[src/design/spq_pkg.sv]
// ----------------------------------------------------------------------------
// spq_pkg: shared types and constants for the sorted priority queue
// Queue depth, index and count widths, action and status codes, slot and
// result records exchanged between the walker and the top level.
// ----------------------------------------------------------------------------
package spq_pkg;

	// Queue geometry
	localparam int DEPTH  = 16;
	localparam int IDX_W  = $clog2(DEPTH);
	localparam int CNT_W  = $clog2(DEPTH + 1);
	localparam int DATA_W = 16;
	localparam int ACT_W  = 3;
	localparam int ST_W   = 2;

	// Action codes
	localparam logic [ACT_W-1:0] ACT_INSERT = 3'd0;
	localparam logic [ACT_W-1:0] ACT_TAKE   = 3'd1;
	localparam logic [ACT_W-1:0] ACT_PEEK   = 3'd2;
	localparam logic [ACT_W-1:0] ACT_REMOVE = 3'd3;
	localparam logic [ACT_W-1:0] ACT_FIND   = 3'd4;

	// Status codes
	localparam logic [ST_W-1:0] ST_OK       = 2'd0;
	localparam logic [ST_W-1:0] ST_EMPTY    = 2'd1;
	localparam logic [ST_W-1:0] ST_FULL     = 2'd2;
	localparam logic [ST_W-1:0] ST_NOTFOUND = 2'd3;

	// One stored entry
	typedef struct packed {
		logic [DATA_W-1:0] handle;
		logic [DATA_W-1:0] prio;
	} slot_t;

	// Finished operation from the walker
	typedef struct packed {
		logic              done;
		logic [DATA_W-1:0] handle;
		logic [DATA_W-1:0] prio;
		logic [ST_W-1:0]   status;
		logic [CNT_W-1:0]  count;
	} result_t;

endpackage

[src/design/spq_slot_ram.sv]
// ----------------------------------------------------------------------------
// spq_slot_ram: entry storage
// One write port and one read port, read data registered. No reset: only
// entries below the held count are ever read.
// ----------------------------------------------------------------------------
module spq_slot_ram (
	input  logic                       clk,
	input  logic                       wr_en,
	input  logic [spq_pkg::IDX_W-1:0]  wr_addr,
	input  spq_pkg::slot_t             wr_data,
	input  logic                       rd_en,
	input  logic [spq_pkg::IDX_W-1:0]  rd_addr,
	output spq_pkg::slot_t             rd_data
);
	import spq_pkg::*;

	slot_t mem [DEPTH];
	slot_t rd_data_q;

	// write port
	always_ff @(posedge clk) begin
		if (wr_en) begin
			mem[wr_addr] <= wr_data;
		end
	end

	// registered read port
	always_ff @(posedge clk) begin
		if (rd_en) begin
			rd_data_q <= mem[rd_addr];
		end
	end

	assign rd_data = rd_data_q;

endmodule

[src/design/spq_walker.sv]
// ----------------------------------------------------------------------------
// spq_walker: operation sequencer
// Walks the slot RAM one entry per cycle with a single compare unit.
// Insert walks down from the tail shifting entries up until the new entry
// fits; take and remove walk up from the head shifting entries down after
// the match; peek and find stop at the first match.
// ----------------------------------------------------------------------------
module spq_walker (
	input  logic                        clk,
	input  logic                        arst_n,
	input  logic                        start,
	input  logic [spq_pkg::ACT_W-1:0]   action,
	input  logic [spq_pkg::DATA_W-1:0]  item_handle,
	input  logic [spq_pkg::DATA_W-1:0]  item_priority,
	input  logic                        res_take,
	output logic                        busy,
	output spq_pkg::result_t            res
);
	import spq_pkg::*;

	typedef enum logic [1:0] {
		S_IDLE,
		S_SCAN,
		S_PLACE,
		S_FINISH
	} state_t;

	state_t              state_q;
	logic [ACT_W-1:0]    op_q;
	logic [DATA_W-1:0]   hdl_q;
	logic [DATA_W-1:0]   pri_q;
	logic [CNT_W-1:0]    cnt_q;
	logic [IDX_W-1:0]    rd_idx_q;
	logic                rd_more_q;
	logic                rd_vld_s1;
	logic [IDX_W-1:0]    rd_pos_s1;
	logic                found_q;
	logic [DATA_W-1:0]   res_hdl_q;
	logic [DATA_W-1:0]   res_pri_q;
	logic [ST_W-1:0]     res_st_q;

	logic                wr_en;
	logic [IDX_W-1:0]    wr_addr;
	slot_t               wr_data;
	logic                rd_en;
	slot_t               rd_data;
	slot_t               new_slot;
	logic                is_ins;
	logic                is_head_op;
	logic                last;
	logic                ge;
	logic                match;
	logic [CNT_W-1:0]    next_idx_ext;

	spq_slot_ram u_ram (
		.clk     (clk),
		.wr_en   (wr_en),
		.wr_addr (wr_addr),
		.wr_data (wr_data),
		.rd_en   (rd_en),
		.rd_addr (rd_idx_q),
		.rd_data (rd_data)
	);

	// shared compare unit and decode
	assign new_slot     = '{handle: hdl_q, prio: pri_q};
	assign is_ins       = (op_q == ACT_INSERT);
	assign is_head_op   = (op_q == ACT_TAKE) || (op_q == ACT_PEEK);
	assign last         = ({1'b0, rd_pos_s1} == (cnt_q - 1'b1));
	assign ge           = (rd_data.prio >= pri_q);
	assign match        = is_head_op || (rd_data.handle == hdl_q);
	assign next_idx_ext = {1'b0, rd_idx_q} + 1'b1;
	assign rd_en        = (state_q == S_SCAN) && rd_more_q;

	// RAM write: shift on the walk, or place the new entry
	always_comb begin
		wr_en   = 1'b0;
		wr_addr = '0;
		wr_data = new_slot;
		if (state_q == S_PLACE) begin
			wr_en = 1'b1;
		end else if (state_q == S_SCAN && rd_vld_s1) begin
			if (is_ins) begin
				wr_en   = 1'b1;
				wr_addr = rd_pos_s1 + 1'b1;
				wr_data = ge ? rd_data : new_slot;
			end else if (found_q) begin
				wr_en   = 1'b1;
				wr_addr = rd_pos_s1 - 1'b1;
				wr_data = rd_data;
			end
		end
	end

	// sequencer
	always_ff @(posedge clk or negedge arst_n) begin
		if (!arst_n) begin
			state_q   <= S_IDLE;
			op_q      <= ACT_INSERT;
			hdl_q     <= '0;
			pri_q     <= '0;
			cnt_q     <= '0;
			rd_idx_q  <= '0;
			rd_more_q <= 1'b0;
			rd_vld_s1 <= 1'b0;
			rd_pos_s1 <= '0;
			found_q   <= 1'b0;
			res_hdl_q <= '0;
			res_pri_q <= '0;
			res_st_q  <= ST_OK;
		end else begin
			case (state_q)
				S_IDLE: begin
					rd_vld_s1 <= 1'b0;
					rd_more_q <= 1'b0;
					if (start) begin
						op_q      <= action;
						hdl_q     <= item_handle;
						pri_q     <= item_priority;
						found_q   <= 1'b0;
						res_hdl_q <= '0;
						res_pri_q <= '0;
						res_st_q  <= ST_OK;
						rd_idx_q  <= '0;
						case (action)
							ACT_INSERT: begin
								if (cnt_q == CNT_W'(DEPTH)) begin
									res_st_q <= ST_FULL;
									state_q  <= S_FINISH;
								end else if (cnt_q == '0) begin
									state_q <= S_PLACE;
								end else begin
									rd_idx_q  <= IDX_W'(cnt_q - 1'b1);
									rd_more_q <= 1'b1;
									state_q   <= S_SCAN;
								end
							end
							ACT_TAKE, ACT_PEEK, ACT_REMOVE: begin
								if (cnt_q == '0) begin
									res_st_q <= ST_EMPTY;
									state_q  <= S_FINISH;
								end else begin
									rd_more_q <= 1'b1;
									state_q   <= S_SCAN;
								end
							end
							ACT_FIND: begin
								if (cnt_q == '0) begin
									res_st_q <= ST_NOTFOUND;
									state_q  <= S_FINISH;
								end else begin
									rd_more_q <= 1'b1;
									state_q   <= S_SCAN;
								end
							end
							default: begin
								state_q <= S_FINISH;
							end
						endcase
					end
				end
				S_SCAN: begin
					// read issue
					rd_vld_s1 <= rd_en;
					rd_pos_s1 <= rd_idx_q;
					if (rd_en) begin
						if (is_ins) begin
							rd_idx_q  <= rd_idx_q - 1'b1;
							rd_more_q <= (rd_idx_q != '0);
						end else begin
							rd_idx_q  <= IDX_W'(next_idx_ext);
							rd_more_q <= (next_idx_ext < cnt_q);
						end
					end
					// data stage
					if (rd_vld_s1) begin
						if (is_ins) begin
							if (ge) begin
								if (rd_pos_s1 == '0) begin
									state_q   <= S_PLACE;
									rd_more_q <= 1'b0;
									rd_vld_s1 <= 1'b0;
								end
							end else begin
								cnt_q     <= cnt_q + 1'b1;
								state_q   <= S_FINISH;
								rd_more_q <= 1'b0;
								rd_vld_s1 <= 1'b0;
							end
						end else if (!found_q) begin
							if (match) begin
								found_q <= 1'b1;
								if (op_q != ACT_REMOVE) begin
									res_hdl_q <= rd_data.handle;
									res_pri_q <= rd_data.prio;
								end
								if (op_q == ACT_PEEK || op_q == ACT_FIND || last) begin
									if (op_q == ACT_TAKE || op_q == ACT_REMOVE) begin
										cnt_q <= cnt_q - 1'b1;
									end
									state_q   <= S_FINISH;
									rd_more_q <= 1'b0;
									rd_vld_s1 <= 1'b0;
								end
							end else if (last) begin
								res_st_q  <= ST_NOTFOUND;
								state_q   <= S_FINISH;
								rd_more_q <= 1'b0;
								rd_vld_s1 <= 1'b0;
							end
						end else if (last) begin
							cnt_q     <= cnt_q - 1'b1;
							state_q   <= S_FINISH;
							rd_more_q <= 1'b0;
							rd_vld_s1 <= 1'b0;
						end
					end
				end
				S_PLACE: begin
					cnt_q   <= cnt_q + 1'b1;
					state_q <= S_FINISH;
				end
				S_FINISH: begin
					if (res_take) begin
						state_q <= S_IDLE;
					end
				end
				default: begin
					state_q <= S_IDLE;
				end
			endcase
		end
	end

	assign busy       = (state_q != S_IDLE);
	assign res.done   = (state_q == S_FINISH);
	assign res.handle = res_hdl_q;
	assign res.prio   = res_pri_q;
	assign res.status = res_st_q;
	assign res.count  = cnt_q;

endmodule

[src/design/sorted_priority_queue_core.sv]
// ----------------------------------------------------------------------------
// sorted_priority_queue_core: sorted minimum priority queue
// Holds up to DEPTH handle/priority entries in ascending priority order and
// applies one insert, take, peek, remove or find per input beat, returning
// one result beat with status and the count held afterwards.
//
//   channel | direction | handshake           | fields
//   in      | to core   | in_valid, in_stall  | action, item_handle, item_priority
//   out     | from core | out_valid, out_stall| out_handle, out_priority, status,
//           |           |                     | entry_count
//
// Peek, and find at the head, stop at the first entry; take and remove walk
// all held entries, find walks up to the match and insert walks down from
// the tail, one entry per cycle over the slot RAM. in_stall is high
// while an operation is in progress. A result waits in the output register
// under out_stall; the walker holds the next result until that register frees.
// Reset empties the queue at once; slot contents are not cleared.
// ----------------------------------------------------------------------------
module sorted_priority_queue_core (
	input  logic                        clk,
	input  logic                        arst_n,
	input  logic                        in_valid,
	output logic                        in_stall,
	input  logic [spq_pkg::ACT_W-1:0]   action,
	input  logic [spq_pkg::DATA_W-1:0]  item_handle,
	input  logic [spq_pkg::DATA_W-1:0]  item_priority,
	output logic                        out_valid,
	input  logic                        out_stall,
	output logic [spq_pkg::DATA_W-1:0]  out_handle,
	output logic [spq_pkg::DATA_W-1:0]  out_priority,
	output logic [spq_pkg::ST_W-1:0]    status,
	output logic [spq_pkg::CNT_W-1:0]   entry_count
);
	import spq_pkg::*;

	logic              busy;
	logic              start;
	logic              res_take;
	result_t           res;
	logic              out_valid_q;
	logic [DATA_W-1:0] out_handle_q;
	logic [DATA_W-1:0] out_priority_q;
	logic [ST_W-1:0]   status_q;
	logic [CNT_W-1:0]  entry_count_q;

	assign in_stall = busy;
	assign start    = in_valid && !busy;
	assign res_take = res.done && (!out_valid_q || !out_stall);

	spq_walker u_walker (
		.clk           (clk),
		.arst_n        (arst_n),
		.start         (start),
		.action        (action),
		.item_handle   (item_handle),
		.item_priority (item_priority),
		.res_take      (res_take),
		.busy          (busy),
		.res           (res)
	);

	// output register
	always_ff @(posedge clk or negedge arst_n) begin
		if (!arst_n) begin
			out_valid_q <= 1'b0;
		end else if (res_take) begin
			out_valid_q <= 1'b1;
		end else if (!out_stall) begin
			out_valid_q <= 1'b0;
		end
	end

	always_ff @(posedge clk) begin
		if (res_take) begin
			out_handle_q   <= res.handle;
			out_priority_q <= res.prio;
			status_q       <= res.status;
			entry_count_q  <= res.count;
		end
	end

	assign out_valid    = out_valid_q;
	assign out_handle   = out_handle_q;
	assign out_priority = out_priority_q;
	assign status       = status_q;
	assign entry_count  = entry_count_q;

	// checks
	a_count_bound: assert property (@(posedge clk) disable iff (!arst_n)
		out_valid |-> (entry_count <= CNT_W'(DEPTH)))
		else $error("entry count above depth");

	a_full_count: assert property (@(posedge clk) disable iff (!arst_n)
		(out_valid && status == ST_FULL) |-> (entry_count == CNT_W'(DEPTH)))
		else $error("full status with room left");

	a_empty_count: assert property (@(posedge clk) disable iff (!arst_n)
		(out_valid && status == ST_EMPTY) |-> (entry_count == '0))
		else $error("empty status with entries held");

	a_busy_after_accept: assert property (@(posedge clk) disable iff (!arst_n)
		(in_valid && !in_stall) |=> in_stall)
		else $error("core took a beat without going busy");

	a_zero_on_error: assert property (@(posedge clk) disable iff (!arst_n)
		(out_valid && status != ST_OK) |-> (out_handle == '0 && out_priority == '0))
		else $error("handle or priority not zero on error status");

endmodule
[config.mk]
export PLATFORM = sky130hd
export DESIGN_NAME = sorted_priority_queue_core
export DESIGN_NICKNAME = d
export VERILOG_FILES = /design/src/design/spq_pkg.sv /design/src/design/spq_slot_ram.sv /design/src/design/spq_walker.sv /design/src/design/sorted_priority_queue_core.sv
export SDC_FILE = /design/constraint.sdc
export NUM_CORES = 1
export LEC_CHECK = 0
export BUFFER_PORTS_ARGS = -buffer_cell sky130_fd_sc_hd__buf_2
export CORE_MARGIN = 2
export CORE_UTILIZATION = 40
export DETAILED_ROUTE_END_ITERATION = 8
export GPL_ROUTABILITY_DRIVEN = 0
export GPL_TIMING_DRIVEN = 0
export REMOVE_ABC_BUFFERS = 1
export SLEW_MARGIN = 40
export SYNTH_ARGS = -nofsm -noshare
export SYNTH_HDL_FRONTEND = slang
export SYNTH_SLANG_ARGS = --single-unit
[constraint.sdc]
create_clock -name clk -period 11.97 [get_ports clk]
set_input_delay 1.7955 -clock clk [delete_from_list [all_inputs] [get_ports clk]]
set_output_delay 1.7955 -clock clk [all_outputs]
set_load 0.005 [all_outputs]
# --- Word level (Yosys, flattened, before mapping) ---
# Memory sizes are Yosys's and may differ from the RTL's. A register that Yosys moved wholly into a read port is not among the register bits.
# Cells that the tools add are included.
word_totals:
  reg_bits: 127
  wordCells: 193
  ram_bits: 512
  mem_count: 1
  input_bits: 39
  out_inout_bits: 41
mem_list:
  columns: ["name", "words", "word_bits", "read_ports", "rd_clocked_by_memory_dff", "wr", "line", "source"]
  rows:
  - ["u_walker.u_ram.mem", 16, 32, 1, 1, 1, "spq_slot_ram.sv:17", "slot_t mem [DEPTH];"]
classes:
  n_reduce_logical: 31
  n_lt_le_gt_ge: 2
  addsub: 6
  mux: 102
  eq_ne: 33
op_table:
  columns: ["op", "n"]
  rows:
  - ["two-way mux 16 bit", 11]
  - ["two-way mux 32 bit", 5]
  - ["one-hot mux 16 bit (2 select lines)", 2]
  - ["two-way mux 2 bit", 21]
  - ["two-way mux 4 bit", 10]
  - ["two-way mux 5 bit", 8]
  - ["two-way mux 1 bit", 35]
  - ["AND reduction 7 bit", 3]
  - ["equality test 16 bit", 1]
  - [">= comparator 16 bit", 1]
  - ["equality test 3 x 2 -> 1 bit, second input constant", 4]
  - ["inequality test 2 bit, second input constant", 6]
  - ["inequality test 2 x 1 -> 1 bit, second input constant", 5]
  - ["one-hot mux 5 bit (2 select lines)", 1]
  - ["inequality test 4 x 2 -> 1 bit, second input constant", 2]
  - ["inequality test 4 bit, second input constant", 2]
  - ["one-hot mux 1 bit (2 select lines)", 4]
  - ["one-hot mux 2 bit (2 select lines)", 2]
  - ["one-hot mux 2 bit (4 select lines)", 1]
  - ["one-hot mux 4 bit (2 select lines)", 1]
  - ["subtractor 4 x 1 -> 4 bit, second input constant", 2]
  - ["equality test 3 x 1 -> 1 bit, second input constant", 2]
  - ["equality test 3 bit, second input constant", 2]
  - ["zero test 3 bit", 2]
  - ["28 further kinds", 41]

# --- Logic depth before layout (Yosys ltp) ---
depth:
  word_depth: 10
  mapped_depth: 12
  ltp_nobuf: 9

# --- Modules after synthesis ---
# Synthesis repeated with hierarchy kept, for this count alone.
unflattened:
  cells_unflattened: 1450
  hier_area_um2: 26847.0
modules_own_cells:
  columns: ["mod", "n_inst", "cells_per_inst", "seq_area_each_um2", "area_each_um2"]
  rows:
  - ["spq_slot_ram", 1, 838, 16335.7, 20174.3]
  - ["spq_walker", 1, 569, 2177.1, 5451.5]
  - ["sorted_priority_queue_core", 1, 43, 1196.1, 1221.2]

# --- Worst setup path before layout ---
# OpenSTA, ideal clock, no wires.
synth_path:
  path_type: "input -> register"
  start: "input out_stall"
  end: "register entry_count_q[0], in the netlist entry_count[0] (enable)"
  arrival_ns: 4.674
  setup_time_ns: 0.495
  setup_slack_ns: 6.801
  path_buffers: 0
  stages: 1
  required_ns: 11.475
  path_cell_list: "a21boi_0"
synth_between:
  elab_chain_cells: 3
synth_lines:
  columns: ["element", "line", "source"]
  rows:
  - ["from (decl)", "sorted_priority_queue_core.sv:28", "input logic out_stall,"]
  - ["zero test 1 bit", null, null]
  - ["logical OR 1 bit", "sorted_priority_queue_core.sv:48", "assign res_take = res.done && (!out_valid_q || !out_stall);"]
  - ["logical AND 1 bit", "sorted_priority_queue_core.sv:48", null]
  - ["to (signal assigned)", "sorted_priority_queue_core.sv:78", "entry_count_q <= res.count;"]
  - ["to (decl)", "sorted_priority_queue_core.sv:44", "logic [CNT_W-1:0] entry_count_q;"]
# No other way between the ends.
# A chain may end at the register's enable or synchronous reset.

# --- Worst setup path after layout ---
layout_path:
  start: "register u_walker.op_q[1]"
  end: "memory u_walker.u_ram.mem[8][4] (netlist bit) (enable)"
layout_between:
  elab_chain_cells: 6
  word_cells_on_any_way: 9
  cone_classes: "8 x mux; 1 x reduce/logical"
layout_lines:
  columns: ["element", "line", "source"]
  rows:
  - ["from (decl)", "spq_walker.sv:29", "logic [ACT_W-1:0] op_q;"]
  - ["from (signal assigned)", "spq_walker.sv:117", "op_q <= action;"]
  - ["zero test 3 bit (*)", "spq_walker.sv:67", "assign is_ins = (op_q == ACT_INSERT);"]
  - ["two-way mux 1 bit", "spq_walker.sv:83", "if (is_ins) begin"]
  - ["two-way mux 1 bit", "spq_walker.sv:82", "end else if (state_q == S_SCAN && rd_vld_s1) begin"]
  - ["two-way mux 1 bit", "spq_walker.sv:80", "if (state_q == S_PLACE) begin"]
  - ["two-way mux 1 bit", "spq_slot_ram.sv:22", "if (wr_en) begin"]
  - ["two-way mux 1 bit (not written as such)", "spq_slot_ram.sv:23", "mem[wr_addr] <= wr_data;"]
  - ["to (decl)", "spq_slot_ram.sv:17", null]
# Mark *: on every way between the ends. The rest lies on a longest branch, timed or not.

==> out/summary.txt <==
Min-Delay Path Class -> reg -> reg
hold path cells -> 0
Synth top cells by count -> edfxtp_1, mux4_2, nand2_1
period utilisation layout -> 31.8%
Via density -> 5.50
status -> complete, no violations
Power Total -> 0.00778 W
starting DRC count in detailed routing -> 1208
Slew Viols, Final -> 0
RR Endpoint -> u_walker.u_ram.mem[8][4]$_DFFE_PP_
Post-Syn Area -> 0.0269 mm^2
top cell type's share of synthesized area -> 65.2%
Switching Fraction -> 29.9%
Starting Density -> 40.2%
GR Layer Usage met2 -> 30.0%
Lkg Pwr -> 10.9 nW
Max transition margin -> 47.3%
num rows -> 95
Worst EP arrival -> 4.11 ns
VDD IR max -> 0.000141 V
Async S/R FF share, synth -> 13.1%
Worst R2R Setup Slack -> 8.16 ns
Fillers -> 5465
clk slew on worst S/H paths -> 0.06 ns
core area -> 0.0668 mm^2
Routed Antenna Nets -> 0
Num CTS Buffers -> 71
maximum number of pins on one net before global-route repair -> 48
GRT busiest layer -> met2
Synth Register Bits -> 671
most used cell, CP -> buf_16
Syn Inst Count -> 1359
# H-tree levels -> 3
Flop pwr share -> 43.6%
Worst EP required -> 12.27 ns
drt pass-1 iters -> 5
GR Overflow Total -> 0
achievable frequency -> 0.263 GHz
setup violators final -> 0
via count -> 13500
drt wl/cell -> 26.2 um
syn_area_per_cell -> 19.8 um^2
worst-path cell chain -> or3_1, nor3_1, a31oi_1, o221ai_1, nand3b_1, nor2_4, buf_8, buf_16, buf_16
worst hold start -> u_walker.res_hdl_q[11]$_DFFE_PN0P_
area leader, netlist -> edfxtp_1
Comb pwr share -> 28.3%
worst hold endpoint -> out_handle[11]$_DFFE_PP_
minimum clock period -> 3.81 ns
Max Cap Violations -> 0
skew final -> 0.0370 ns
# resized after CTS -> 0
vias in the first global route -> 14000
Reg2Reg Depth -> 9
actual slew at the worst max-slew pin -> 0.787 ns
CP endpoint kind -> register
critical path launch point type -> register
critical path class -> reg -> reg
share of cells above drive strength 1 -> 32.3%
final hold vios -> 0
I/O pin total -> 80
setup tns final -> 0 ns
Die W -> 263 um
worst r2r src -> u_walker.op_q[1]$_DFFE_PN0P_
synthesis-to-layout area growth -> 19.5%
All-Layer GR Usage -> 18.9%
CTS Sinks -> 671
unrepaired setup endpoints after global routing -> false
antenna violations before repair -> 0
nets -> 1587
DP HPWL -> 41600 um
diode count -> 0
IO Port Bufs -> 79
Post-synth EDFFs -> 583
Crit Path Max Fanout -> 19
power share of the clock group -> 28.1%
clk_lat worst skew -> 0.61 ns
cell with the most instances after synthesis -> edfxtp_1
DIE AREA -> 0.0692 mm^2
Worst Path Buf+Inv -> 3
clock root buffer master -> clkbuf_16
# DRC -> 0
critical path's top delay family -> simple AND/OR/NAND/NOR gates
CP max stage cell -> or3_1
final WL -> 64000 um
Max Root-Sink Buffers -> 3
PwrDens -> 243 mW/mm^2
ys flop type -> edfxtp_1
Synth cell types -> 57
CTS tree -> yes
top cells by area, synth -> edfxtp_1, mux4_2, dfrtp_1
first-pass GRT wire length -> 95200 um
chip height -> 263 um
max incr delay on CP -> 0.71 ns
Net Switching -> 0.00233 W
GR Util met1 -> 27.0%
hold_buf cts -> 0
met3 Usage GRT -> 3.23%
post-CTS setup buffer count -> 0
synth warn -> 0
Pint -> 0.00545 W
register area share after synthesis -> 73.4%
==> sequential cells by signal, summed over array words and instances (netlist names), 2 cells and up <==
signal	cells
u_walker.u_ram.mem	512
u_walker.u_ram.rd_data	32
out_handle	16
out_priority	16
u_walker.hdl_q	16
u_walker.pri_q	16
u_walker.res_hdl_q	16
u_walker.res_pri_q	16
entry_count	5
u_walker.cnt_q	5
u_walker.rd_idx_q	4
u_walker.rd_pos_s1	4
u_walker.op_q	3
status	2
u_walker.res_st_q	2
u_walker.state_q	2
==> layout make-up <==
class / count / area [um^2] / area share (%)
clock buffers: 102 / 1970 / 6.13
multi-input cells: 590 / 6920 / 21.6
flip-flops and latches: 671 / 19700 / 61.5
well taps: 873 / 1090 / 3.40
inverters: 32 / 125 / 0.390
clock inverters: 28 / 333 / 1.04
repair buffers: 151 / 1930 / 6.01
==> power by group through the flow <==
stage,clock (W),sequential [W],combinational [W]
5_1_grt,0.00232,0.00343,0.00240
6_report,0.00218,0.00340,0.00220
2_1_floorplan,0,0.00346,0.00146
4_1_cts,0.00223,0.00340,0.00224
3_3_place_gp,0,0.00365,0.00205
3_5_place_dp,0,0.00344,0.00223
==> stage by stage <==
stage	util [%]	area [um^2]	cells	worst slack (ns)	hold slack, ns
floorplan	-	26600	1293	5.29	0.425
global placement	42.0	28100	2245	2.63	0.434
detailed placement	44.6	29800	2317	8.23	0.436
CTS	48.0	32100	2447	8.19	0.450
global route	48.0	32100	2447	8.03	0.452
finish	48.0	32100	2447	8.16	0.448
==> cell usage in the layout, fill, tap and decap left out, types with 4 or more instances in the layout <==
cell type  synthesis  layout
edfxtp_1         583     583
mux4_2           160     160
nand2_1           89      88
dfrtp_1           88      85
buf_2             15      78
clkbuf_16          0      73
o21ai_0           47      47
mux2_2            40      40
inv_1             30      30
mux2_4            30      30
ha_1              31      30
buf_16             0      30
buf_8              0      28
clkbuf_1          37      26
nor2_1            40      24
xor2_1            20      20
a21oi_1           17      17
nor2_4             0      16
xnor2_1           16      16
buf_12             0      14
clkinv_1           0      11
nand3_1           10      10
bufinv_16          0       7
nor2b_1            6       6
or3_1              6       6
nor4_1             6       6
a31oi_1            5       5
nor3_1             6       5
o221ai_1           5       5
clkinv_2           0       5
o31ai_1            4       4
o211ai_1           4       4
==> layer usage <==
| layer | part of all wire, % | wire, um |
|---|---|---|
| met4 | 2.0 | 1250 |
| met1 | 44 | 28100 |
| met2 | 48 | 30800 |
| met3 | 5.9 | 3810 |
| met5 | 0 | 0 |
==> cell families (layout without fill, tap and decap cells) <==
group           after synthesis  in the layout  synth area share, %
buf+inv                      98            313                 1.52
compound gates              108            108                 2.58
flops                       671            671                 73.4
simple gates                183            183                 3.07
xor+xnor                     36             36                 1.17
mux                         232            232                 16.8
fa+ha+maj                    31             31                 1.44
==> worst max-delay path by stage <==
| stage | start | end | slack [ns] | cells past startpoint |
|---|---|---|---|---|
| after floorplan | u_walker.rd_idx_q[0]$_DFFE_PN0P_ | u_walker.rd_more_q$_DFFE_PN0P_ | 5.29 | 9 |
| final | u_walker.op_q[1]$_DFFE_PN0P_ | u_walker.u_ram.mem[8][4]$_DFFE_PP_ | 8.16 | 9 |
| after detailed placement | u_walker.op_q[1]$_DFFE_PN0P_ | u_walker.u_ram.mem[11][22]$_DFFE_PP_ | 8.23 | 9 |
| after global routing | u_walker.op_q[1]$_DFFE_PN0P_ | u_walker.u_ram.mem[8][11]$_DFFE_PP_ | 8.03 | 9 |
| after global placement | u_walker.rd_idx_q[0]$_DFFE_PN0P_ | u_walker.rd_more_q$_DFFE_PN0P_ | 2.63 | 8 |
| after CTS | u_walker.op_q[1]$_DFFE_PN0P_ | u_walker.u_ram.mem[8][11]$_DFFE_PP_ | 8.19 | 9 |
No activity file was read; power rests on OpenSTA's default activity.
